## config.mk

```make
export PLATFORM = sky130hd
export DESIGN_NAME = rti_mul
export DESIGN_NICKNAME = d
export VERILOG_FILES = /design/src/rtl/rti_mul.sv
export SDC_FILE = /design/constraint.sdc
export NUM_CORES = 2
export LEC_CHECK = 0
export ABC_AREA = 0
export BUFFER_PORTS_ARGS = -buffer_cell sky130_fd_sc_hd__buf_2
export CAP_MARGIN = 20
export CORE_MARGIN = 2
export CORE_UTILIZATION = 50
export DETAILED_ROUTE_END_ITERATION = 10
export GPL_ROUTABILITY_DRIVEN = 0
export PLACE_DENSITY = 0.66
export SETUP_SLACK_MARGIN = 0.4
export SLEW_MARGIN = 20
export SYNTH_ARGS = -nofsm -noshare
export SYNTH_HDL_FRONTEND = slang
export SYNTH_SLANG_ARGS = --single-unit
```

## constraint.sdc

```tcl
create_clock -name clk -period 17.3 [get_ports clk]
set_input_delay 1.73 -clock clk [delete_from_list [all_inputs] [get_ports clk]]
set_output_delay 1.73 -clock clk [all_outputs]
set_load 0.05 [all_outputs]
```

## src/rtl/rti_mul.sv

```systemverilog
// Pipelined signed multiplier built from 32x32 partial products.
// Registers magnitudes, products, row sums and result on ce. Uses nothing else.
module rti_mul #(
  parameter int WA = 33,
  parameter int WB = 33
) (
  input  logic                    clk,
  input  logic                    ce,
  input  logic signed [WA-1:0]    a,
  input  logic signed [WB-1:0]    b,
  output logic signed [WA+WB-1:0] p
);

  localparam int NA = (WA + 31) / 32;
  localparam int NB = (WB + 31) / 32;
  localparam int WP = WA + WB;
  localparam int WR = 32 * (NB + 1);
  localparam int WT = 32 * (NA + NB);

  logic signed [WA:0] ax, aa;
  logic signed [WB:0] bx, ba;
  logic [32*NA-1:0]   ma_r;
  logic [32*NB-1:0]   mb_r;
  logic [63:0]        pp_r [NA][NB];
  logic [WR-1:0]      row_c [NA];
  logic [WR-1:0]      row_r [NA];
  logic [WT-1:0]      tot_c;
  logic [WP-1:0]      tm;
  logic [2:0]         sg_r;
  logic signed [WP-1:0] p_r;

  assign ax = {a[WA-1], a};
  assign bx = {b[WB-1], b};
  assign aa = ax[WA] ? -ax : ax;
  assign ba = bx[WB] ? -bx : bx;

  always_comb begin
    for (int i = 0; i < NA; i++) begin
      row_c[i] = '0;
      for (int j = 0; j < NB; j++) begin
        row_c[i] = row_c[i] + (WR'(pp_r[i][j]) << (32 * j));
      end
    end
  end

  always_comb begin
    tot_c = '0;
    for (int i = 0; i < NA; i++) begin
      tot_c = tot_c + (WT'(row_r[i]) << (32 * i));
    end
  end

  assign tm = tot_c[WP-1:0];

  always_ff @(posedge clk) begin
    if (ce) begin
      ma_r <= (32*NA)'($unsigned(aa));
      mb_r <= (32*NB)'($unsigned(ba));
      sg_r <= {sg_r[1:0], a[WA-1] ^ b[WB-1]};
      for (int i = 0; i < NA; i++) begin
        for (int j = 0; j < NB; j++) begin
          pp_r[i][j] <= ma_r[32*i +: 32] * mb_r[32*j +: 32];
        end
      end
      row_r <= row_c;
      p_r   <= sg_r[2] ? $signed(-tm) : $signed(tm);
    end
  end

  assign p = p_r;

endmodule

```

# Yosys cells after proc, flatten, opt, wreduce, memory -nomap -nowiden
# Memory sizes are Yosys's and may differ from the RTL's.
# Index checks and enable logic that the tools add are counted.
[totals]
regBits = 237
ram_bits = 196
out_inout_bits = 66
n_memories = 1
[op_classes]
addsub = 6
mul = 4
muxes = 5
n_bitwise = 1
[mem_list]
columns = ["memory", "words", "word_bits", "read_ports", "rd_clocked_by_memory_dff", "write_ports", "line", "source"]
rows = [
  ["pp_r", 2, 98, 2, 0, 2, "24", "logic [63:0] pp_r [NA][NB];"],
]
[ops]
columns = ["operator", "n"]
rows = [
  ["$neg A33 Y34", 2],
  ["$add A64 B66 Y66", 1],
  ["$add A66 B66 Y66", 1],
  ["$mux W66", 1],
  ["$neg A66 Y66", 1],
  ["$mul A32 B32 Y64", 1],
  ["$mux W32", 2],
  ["$add A34 B34 Y34", 1],
  ["$mul A2 B32 Y34", 1],
  ["$mul A32 B2 Y34", 1],
  ["$mul A2 B2 Y4", 1],
  ["$mux W1", 2],
  ["$xor A1 B1 Y1", 1],
]

# Longest topological paths before layout
[logic_depth]
ltp_word = 3
mapped_depth = 31

# Worst setup path before layout
# Ideal clock, no wire load.
[synth_path]
path_type = "register -> register"
start = "reg ma_r[25]"
end = "mem pp_r[0][95] (netlist name), data pin"
setup_ps = 258
arrival_time_ps = 7339
path_slack_ps = 9703
path_stages_with_launch = 29
n_path_buf = 2
cell_sequence = "edfxtp_1 clkbuf_1 nand2_1 fa_1 inv_1 fa_1 inv_1 fa_1 inv_1 fa_1 fa_1 fa_1 fa_1 inv_1 fa_1 inv_1 ha_1 clkbuf_1 a21o_1 a21o_1 a21oi_1 o21ai_0 a311oi_1 o21ai_0 a31oi_1 o21ai_0 a221o_1 a21oi_1 xnor2_1"
[synth_lines]
columns = ["item", "line", "source"]
rows = [
  ["start: declaration", "22", "logic [32*NA-1:0] ma_r;"],
  ["start signal: assignment", "57", "ma_r <= (32*NA)'($unsigned(aa));"],
  ["end: declaration", "24", ""],
]

==> results_dict.tcl <==
set metrics [dict create \
    worst_clock_skew_ps 67.77 \
    grt_pass1_vias 38710 \
    clkTransAtPathRegs_ps 60 \
    max-cap-violations 0 \
    min_from "pp_r[1][38]" \
    post-dp-hpwl_mm 99.88 \
    top_layer "met5" \
    timing.final.ws_setup_ps 8716 \
    drt-met1-wl_mm 60.80 \
    die_width_microns 332.7 \
    initial_utilization_pct 50.45 \
    nFillCells 9572 \
    cts_hold_buf 0 \
    die_h_microns 332.7 \
    antenna_found_initial 7 \
    r2r_setup_slack_ps 8720 \
    synth_ff_type "edfxtp_1" \
    vias 37250 \
    clockBufferDepth 3 \
    dp.cells 6788 \
    drt-vias-per-instance 5.423 \
    synth_mux_area_share_pct 0.07413 \
    worst_path_most_repeated_cell "fa_1" \
    drive_gt1_share_pct 5.654 \
    synth_compound_area_share_pct 7.596 \
    grt_max_degree 136 \
    fin_crit_ps 8584 \
    yosysSeqAreaShare_pct 20.63 \
    dr.pass1.iters 5 \
    grt_usage_pct 24.88 \
    wl_per_cell_microns 19.53 \
    final-max-slew-violation-count 0 \
    met2_length_mm 58.71 \
    synth_xor_area_share_pct 4.702 \
    crit_slowest_cell "edfxtp_1" \
    synthDistinctLibCells 78 \
    rsz0062_at_grt "false" \
    startpoint_type "flop" \
    drt_wl_total_mm 134.2 \
    ys_seq_elements 371 \
    htree_levels 2 \
    setup_violations 0 \
    cts-root-buf "clkbuf_16" \
    instances_no_fill 6869 \
    syn_avg_cell_area_sq_um 9.951 \
    min_path_cells 0 \
    final.setup.tns_ps 0 \
    coreArea_sq_um 107100 \
    finalHoldViolCount 0 \
    port_buffers 133 \
    cts_setup_buffers 0 \
    setup.worst_path.end_class "flop" \
    crit_arrival_ps 8970 \
    path_class "flop to flop" \
    postSynthCellCount 5428 \
    yosys_warnings 0 \
    grt_pass1_wl_mm 215.5 \
    final_cell_mix "inv_1 (919), fa_1 (900), and2_1 (737)" \
    cts_resized 0 \
    critPathRequiredTime_ps 17690 \
    r2r_cells 27 \
    clock_latency_ps 650 \
    cts_tree "built" \
    fmax_mhz 116.5 \
    min_to "row_r[4]" \
    finalNetCount 6794 \
    syn-cell-area_sq_um 54010 \
    path_max_fanout 20 \
    overflow 0 \
    worstMarginPinSlew_ps 1075 \
    synthAdderAreaFrac_pct 42.48 \
    wl_met3_mm 11.76 \
    ios 134 \
    synthArstFlopShare_pct 0 \
    outcome "finished, final reports clean" \
    synthSimpleGateAreaFrac_pct 16.38 \
    final_common_cell "inv_1" \
    hold_class "flop to flop" \
    clock_sinks 371 \
    dpl_cell_area_sq_um 56060 \
    ant_nets 0 \
    post-route-drc-count 0 \
    synth-edff-count 371 \
    finalCritPeriodShare_pct 49.62 \
    regToRegEndpoint "pp_r[0][95]" \
    worstReg2RegStart "ma_r[20]" \
    cts_buffers 44 \
    synth_top_family_by_area "adder cells" \
    slowest_delay_ps 720 \
    max-slew-margin-rel_pct 28.32 \
    row_count 120 \
    dieArea_sq_um 110700 \
    pre_cts_ws_ps 8744 \
    drtIter0Drc 2641 \
    fin_area_sq_um 57540 \
    area_growth_pct 6.532 \
]
==> cells in the mapped netlist, drive strengths merged (24+ instances only) <==
master | number | share of area, %
inv | 919 | 6.4
fa | 900 | 33
and2 | 737 | 8.5
nand2 | 571 | 4.0
ha | 394 | 9.1
edfxtp | 371 | 21
clkbuf | 248 | 1.7
xnor2 | 232 | 3.8
a21oi | 158 | 1.5
o21ai | 127 | 1.2
nor2 | 112 | 0.78
a21o | 101 | 1.4
xor2 | 58 | 0.94
nand3 | 40 | 0.37
o31ai | 38 | 0.55
nor3 | 36 | 0.33
nand2b | 29 | 0.35
o21a | 28 | 0.39
o21bai | 26 | 0.36
nor2b | 24 | 0.28
==> through the flow <==
stage	hold WS, ps	utilization [%]
2_1_floorplan	400.3	-
6_report	411.0	53.75
5_1_grt	425.5	53.75
3_3_place_gp	402.3	52.36
3_5_place_dp	404.5	52.36
4_1_cts	412.7	53.73
==> worst max path at each step <==
stage,start,endpoint,slack (ps)
6_report,ma_r[20],pp_r[0][95],8720
4_1_cts,mb_r[10],pp_r[0][96],8780
3_3_place_gp,mb_r[10],pp_r[0][96],8850
2_1_floorplan,ma_r[25],pp_r[0][95],9700
3_5_place_dp,mb_r[10],pp_r[0][96],8740
5_1_grt,ma_r[20],pp_r[0][95],8280
==> registers in the layout, summed over array words and instances (netlist names) <==
signal  flops
p          66
pp_r      134
sg_r        3
ma_r       34
mb_r       34
row_r     100
==> worst max-delay path: cells and delay by family, from the launching register on <==
family / cells / cell delay [ps]
fa+ha+maj: 9 / 4320
buf+inv: 6 / 620
xor+xnor: 1 / 80
simple gates: 1 / 110
compound gates: 10 / 2530
flops: 1 / 720
==> layout make-up <==
cell class                 count  area [sq um]  share of cell area [%]
multi-input combinational   3889         38490                   66.88
sequential                   371         11140                   19.36
inverter                     919          3450                   5.995
tap                         1403          1755                   3.051
timing repair buffer         207          1239                   2.153
clock buffer                  50          1124                   1.953
clock inverter                29         345.3                  0.6001
antenna                        1         2.502                0.004349
==> logic make-up (layout without fill, tap and decap cells) <==
| group | count (synthesis) | count (layout) |
|---|---|---|
| AO/OA/AOI/OAI | 618 | 618 |
| XOR/XNOR | 290 | 290 |
| adder cells (fa/ha/maj) | 1294 | 1294 |
| buffers and inverters | 1169 | 1205 |
| flip-flops | 371 | 371 |
| multiplexers | 4 | 4 |
| other | 1 | 3 |
| AND/OR/NAND/NOR | 1681 | 1681 |
==> layer usage <==
metal	track usage, %	vias to the layer above
li1	-	17140
met1	35.99	18680
met2	38.16	1261
met3	5.836	175
met4	5.484	2
met5	0	-
Power is left out: the tool's default activity adds up to more than one toggle a clock period on the data nets, which glitch-free logic cannot reach.
